--- src/sv/planar_vram_tile_raster_unit_top_assert.svh ---
// ----------------------------------------------------------------------------
// Assertion macros for the planar VRAM tile raster unit
// Concurrent checks that compile away when SYNTHESIS is defined.
// ----------------------------------------------------------------------------
`ifndef PLANAR_VRAM_TILE_RASTER_UNIT_TOP_ASSERT_SVH
`define PLANAR_VRAM_TILE_RASTER_UNIT_TOP_ASSERT_SVH

`ifndef SYNTHESIS
`define PVTRU_ASSERT_NOW(label, clk, rst_n, ante, cons) \
    label: assert property (@(posedge clk) disable iff (!rst_n) (ante) |-> (cons)) \
        else $error("pvtru assertion failed");
`define PVTRU_ASSERT_NEXT(label, clk, rst_n, ante, cons) \
    label: assert property (@(posedge clk) disable iff (!rst_n) (ante) |=> (cons)) \
        else $error("pvtru assertion failed");
`else
`define PVTRU_ASSERT_NOW(label, clk, rst_n, ante, cons)
`define PVTRU_ASSERT_NEXT(label, clk, rst_n, ante, cons)
`endif

`endif

--- src/sv/pvtru_pkg.sv ---
// ----------------------------------------------------------------------------
// pvtru_pkg
// Types, constants and helpers shared by the tile raster unit modules.
// ----------------------------------------------------------------------------
package pvtru_pkg;

    localparam int PLANE_BYTES = 32768;
    localparam int PAGE_COUNT  = 2;
    localparam int PLANE_COUNT = 4;

    localparam int OFF_W      = $clog2(PLANE_BYTES);
    localparam int HALF_AW    = OFF_W - 1;
    localparam int HALF_DEPTH = PLANE_BYTES / 2;
    localparam int BANK_DEPTH = PAGE_COUNT * HALF_DEPTH;
    localparam int BANK_AW    = $clog2(BANK_DEPTH);

    localparam int OP_W       = 3;
    localparam int OFFSET_W   = 15;
    localparam int DATA_W     = 16;
    localparam int SHOWN_W    = 2;
    localparam int MASK_W     = 4;
    localparam int CFG_IDX_W  = 3;
    localparam int CFG_DATA_W = 8;

    localparam logic [OP_W-1:0] OP_READ       = 3'd0;
    localparam logic [OP_W-1:0] OP_WRITE      = 3'd1;
    localparam logic [OP_W-1:0] OP_CMP_READ   = 3'd2;
    localparam logic [OP_W-1:0] OP_RMW        = 3'd3;
    localparam logic [OP_W-1:0] OP_TILE_WRITE = 3'd4;

    localparam logic [CFG_IDX_W-1:0] CFG_MASK   = 3'd0;
    localparam logic [CFG_IDX_W-1:0] CFG_TILE_B = 3'd1;
    localparam logic [CFG_IDX_W-1:0] CFG_TILE_R = 3'd2;
    localparam logic [CFG_IDX_W-1:0] CFG_TILE_G = 3'd3;
    localparam logic [CFG_IDX_W-1:0] CFG_TILE_E = 3'd4;

    typedef logic [HALF_AW-1:0] t_half_addr;
    typedef logic [BANK_AW-1:0] t_bank_addr;

    typedef enum logic [1:0] {
        ST_CLEAR,
        ST_IDLE,
        ST_EXEC
    } t_state;

    typedef struct packed {
        logic clear;
        logic accept;
        logic fire;
    } t_dp_cmd;

    typedef struct packed {
        logic clear_last;
    } t_dp_status;

    function automatic t_bank_addr bank_addr(input logic pg, input t_half_addr half);
        return (t_bank_addr'(pg) << HALF_AW) | t_bank_addr'(half);
    endfunction

endpackage

--- src/sv/pvtru_ctrl.sv ---
// ----------------------------------------------------------------------------
// pvtru_ctrl
// Sequencer for the dirty-mark clearing pass, the read and the write phase.
// ----------------------------------------------------------------------------
module pvtru_ctrl (
    input  logic                   i_clk,
    input  logic                   i_rst_n,
    input  logic                   i_in_valid,
    output logic                   o_in_stall,
    output logic                   o_out_valid,
    input  logic                   i_out_stall,
    output pvtru_pkg::t_dp_cmd     o_cmd,
    input  pvtru_pkg::t_dp_status  i_status
);
    import pvtru_pkg::*;

    t_state r_state;
    t_state n_state;
    logic   r_out_valid;
    logic   n_out_valid;

    always_ff @(posedge i_clk) begin
        if (!i_rst_n) begin
            r_state     <= ST_CLEAR;
            r_out_valid <= 1'b0;
        end else begin
            r_state     <= n_state;
            r_out_valid <= n_out_valid;
        end
    end

    always_comb begin
        n_state = r_state;
        o_cmd   = '0;
        case (r_state)
            ST_CLEAR: begin
                o_cmd.clear = 1'b1;
                if (i_status.clear_last) begin
                    n_state = ST_IDLE;
                end
            end
            ST_IDLE: begin
                if (i_in_valid) begin
                    o_cmd.accept = 1'b1;
                    n_state      = ST_EXEC;
                end
            end
            ST_EXEC: begin
                if (!r_out_valid || !i_out_stall) begin
                    o_cmd.fire = 1'b1;
                    n_state    = ST_IDLE;
                end
            end
            default: begin
                n_state = ST_IDLE;
            end
        endcase
        n_out_valid = o_cmd.fire | (r_out_valid & i_out_stall);
    end

    assign o_in_stall  = (r_state != ST_IDLE);
    assign o_out_valid = r_out_valid;

endmodule

--- config.mk ---
export PLATFORM = sky130hd
export DESIGN_NAME = pvtru_ctrl
export DESIGN_NICKNAME = d
export VERILOG_FILES = /design/src/sv/planar_vram_tile_raster_unit_top_assert.svh /design/src/sv/pvtru_pkg.sv /design/src/sv/pvtru_ctrl.sv
export SDC_FILE = /design/constraint.sdc
export NUM_CORES = 1
export LEC_CHECK = 0
export BUFFER_PORTS_ARGS = -buffer_cell sky130_fd_sc_hd__buf_2
export CAP_MARGIN = 20
export CORE_AREA = 3 3 40 42
export CTS_CLUSTER_DIAMETER = 150
export CTS_CLUSTER_SIZE = 40
export DETAILED_ROUTE_END_ITERATION = 6
export DIE_AREA = 0 0 43 45
export SLEW_MARGIN = 25
export SYNTH_ARGS = -nofsm -noshare
export SYNTH_HDL_FRONTEND = slang
export SYNTH_SLANG_ARGS = --single-unit
--- constraint.sdc ---
create_clock -name i_clk -period 2.5 [get_ports i_clk]
set_input_delay 0.5 -clock i_clk [delete_from_list [all_inputs] [get_ports i_clk]]
set_output_delay 0.5 -clock i_clk [all_outputs]
set_load 0.005 [all_outputs]
==> impl_metrics.yaml <==
outcome:
  outcome: "completed"
final_layout:
  areaGrowthSynthToFinish_pct: 63.16
  final_nets: 33
  drive_gt1_share_pct: 51.85
  n_antenna_cell: 0
yosys:
  syn-num-nets: 19
  yosys.area_share.simple_pct: 43.86
  synthAdderAreaFrac_pct: 0
  async_flop_share_pct: 0
  synth.top_cell.area_share_pct: 42.11
  synth_mux_area_share_pct: 0
  avgSynthCellArea_um2: 10.19
  synthXorXnorAreaFrac_pct: 0
  ys_seq_elements: 3
  synth_top_cells_by_count: "3 x dfxtp_1, 2 x nand2b_1"
  synth-compound-area-share_pct: 14.04
  synth_area_leaders: "dfxtp_1 42%, nor4b_2 11%, and3b_4 8.8%, nand2b_1 8.8%, and4b_1 7.0%"
  syn_area_um2: 142.6
  yosysSeqAreaShare_pct: 42.11
  synth_top_area_cell: "dfxtp_1"
  synth_ff_type: "dfxtp_1"
  synth.most_common_cell: "dfxtp_1"
  synth_edf_count: 0
  synthCells: 14
  synth_top_family_by_area: "simple AND/OR/NAND/NOR gates"
  ys_types: 11
  ys_warn_count: 0
cts:
  cts-root-buf: "clkbuf_4"
  clock-sinks: 3
  cts_tree: "done"
  cts_resized: 0
  clk_latency_ns: 0.23
  clkTransAtPathRegs_ns: 0.04
  hold_buffers: 0
  postCtsSetupRepairBufs: 0
  htreeDepth: 1
  clk_path_buf_depth: 2
  cts_buffers: 3
floorplanning:
  start_util_pct: 11.10
  num_io_pins: 10
  die_y_um: 45
  die_w_um: 43
  coreArea_um2: 1285
  num_rows: 13
  die_area_um2: 1935
placed_design:
  io_buffers: 9
  place.gp.congestion: 0.6244
  pre_cts_ws_ns: 1.111
power_and_ir_drop:
  p_per_area_nw_per_um2: 672.4
  leakage_uw: 0.0001062
  p_int_uw: 121.9
  p_total_uw: 156.5
  p_switching_uw: 34.56
  power_frac_comb_pct: 11.6
  pwr-share-clk_pct: 53.9
  swShare_pct: 22.09
  p_seq_share_pct: 34.5
  vdd_drop_max_v: 0.0002336
global_routing:
  grt_pass1_vias: 151
  grt_max_degree: 7
  antenna_found_initial: 0
  grtUsageTotal_pct: 4.829
  grt_overflow: 0
  grt_pass1_wl_um: 586
timing:
  rsz0062_at_grt: "false"
  worst_slew_pin_slew_ns: 0.2225
  worst_clock_skew_ns: 0.001562
  setup_viol: 0
  maxSlewViolCount: 0
  fin_tns_setup_ns: 0
  max_freq_ghz: 0.6683
  final.period_utilization_pct: 59.85
  post-route-min-period_ns: 1.496
  fin_ws_ns: 1.004
  max-slew-margin-rel_pct: 85.05
  hold_viol: 0
detailed_routing:
  drc: 0
  drt_iter0_drc: 4
  vias: 142
  first_pass_iters: 2
  via_per_inst: 3.381
  drt.antenna.violating_nets: 0
  wire_per_inst_um: 8.405
  wl_um: 353
setup_path:
  slowest_stage: "dfxtp_1"
  cp_cell_sequence: "and3b_4 -> buf_2"
  critPathCapture: "o_cmd[1]"
  crit_type: "flop to output port"
  cp-end-kind: "output port"
  required_ns: 2.00
  arrival_ns: 1.00
  rrSetupSlack_ns: 1.53
  ff2ff_path_depth: 2
  startpoint_type: "flop"
  cp.buffers_inverters: 1
  r2r-start: "r_state[0]$_SDFFE_PN0P_"
  regToRegEndpoint: "r_state[0]$_SDFFE_PN0P_"
  critPathTopFamily: "flip-flops"
  cp-startpoint: "r_state[1]$_SDFFE_PN0P_"
  cp.depth: 2
  slowest_delay_ns: 0.34
  crit_path_max_fanout: 6
hold_path:
  hold_class: "flop to flop"
  timing.hold.worst_path_depth: 2
  hp-start: "o_out_valid$_SDFF_PN0_"
job:
  maxCapViolations: 0
[placed cells by master, fill, tap and decap left out]
cell type  n
a21boi_1   1
a21oi_1    1
and3b_4    1
and4b_1    1
buf_2      9
clkbuf_1   1
clkbuf_4   3
dfxtp_1    3
nand2_1    1
nand2b_1   2
nor2_1     1
nor3_1     1
nor4b_2    1
o21a_1     1
[final cells by class]
cell class	instances	area, µm²
Multi-Input combinational cell	11	82.58
Tap cell	15	18.77
Timing Repair Buffer	9	45.04
Fill cell	151	1052
Clock buffer	4	26.28
Sequential cell	3	60.06
[worst register-to-register path, stage by stage (launching register included)]
cell and delay (ns):
dfxtp_1 0.40, and4b_1 0.25, nor4b_2 0.24
[power by group through the flow]
stage	clock network (µW)	logic (µW)	registers, µW
global route	96.6	20.7	54.5
floorplan	0	9.45	53.9
global placement	0	18.4	54.6
detailed placement	0	18.6	54.6
CTS	90.2	18.7	53.8
finish	84.3	18.2	54.0
[per-layer routing]
layer | track usage [%] | wire length [µm]
met1 | 5.060 | 174
met2 | 4.491 | 124
met3 | 2.789 | 45
met4 | 9.036 | 8
met5 | 0 | 0
[sequential cells by signal, indices dropped and copies added, names as in the netlist]
register     flops
r_state          2
o_out_valid      1
[kinds of logic after synthesis]
| logic type | Yosys count |
|---|---|
| and+or+nand+nor | 8 |
| DFF | 3 |
| AOI/OAI and AO/OA | 3 |
[worst min-delay path by stage]
stage / endpoint / slack (ns)
detailed placement: o_out_valid$_SDFF_PN0_ / 0.49
finish: o_out_valid$_SDFF_PN0_ / 0.50
global route: r_state[1]$_SDFFE_PN0P_ / 0.50
CTS: r_state[1]$_SDFFE_PN0P_ / 0.49
floorplan: o_out_valid$_SDFF_PN0_ / 0.47
global placement: o_out_valid$_SDFF_PN0_ / 0.48
[per-stage QoR]
step	hold slack, ns	cells	area (µm²)	util (%)
2_1_floorplan	0.4750	14	142.6	-
3_3_place_gp	0.4849	38	206.4	16.07
3_5_place_dp	0.4889	38	206.4	16.07
4_1_cts	0.4880	42	232.7	18.11
5_1_grt	0.5004	42	232.7	18.11
6_report	0.4960	42	232.7	18.11
Power figures use the tool's default switching activity.
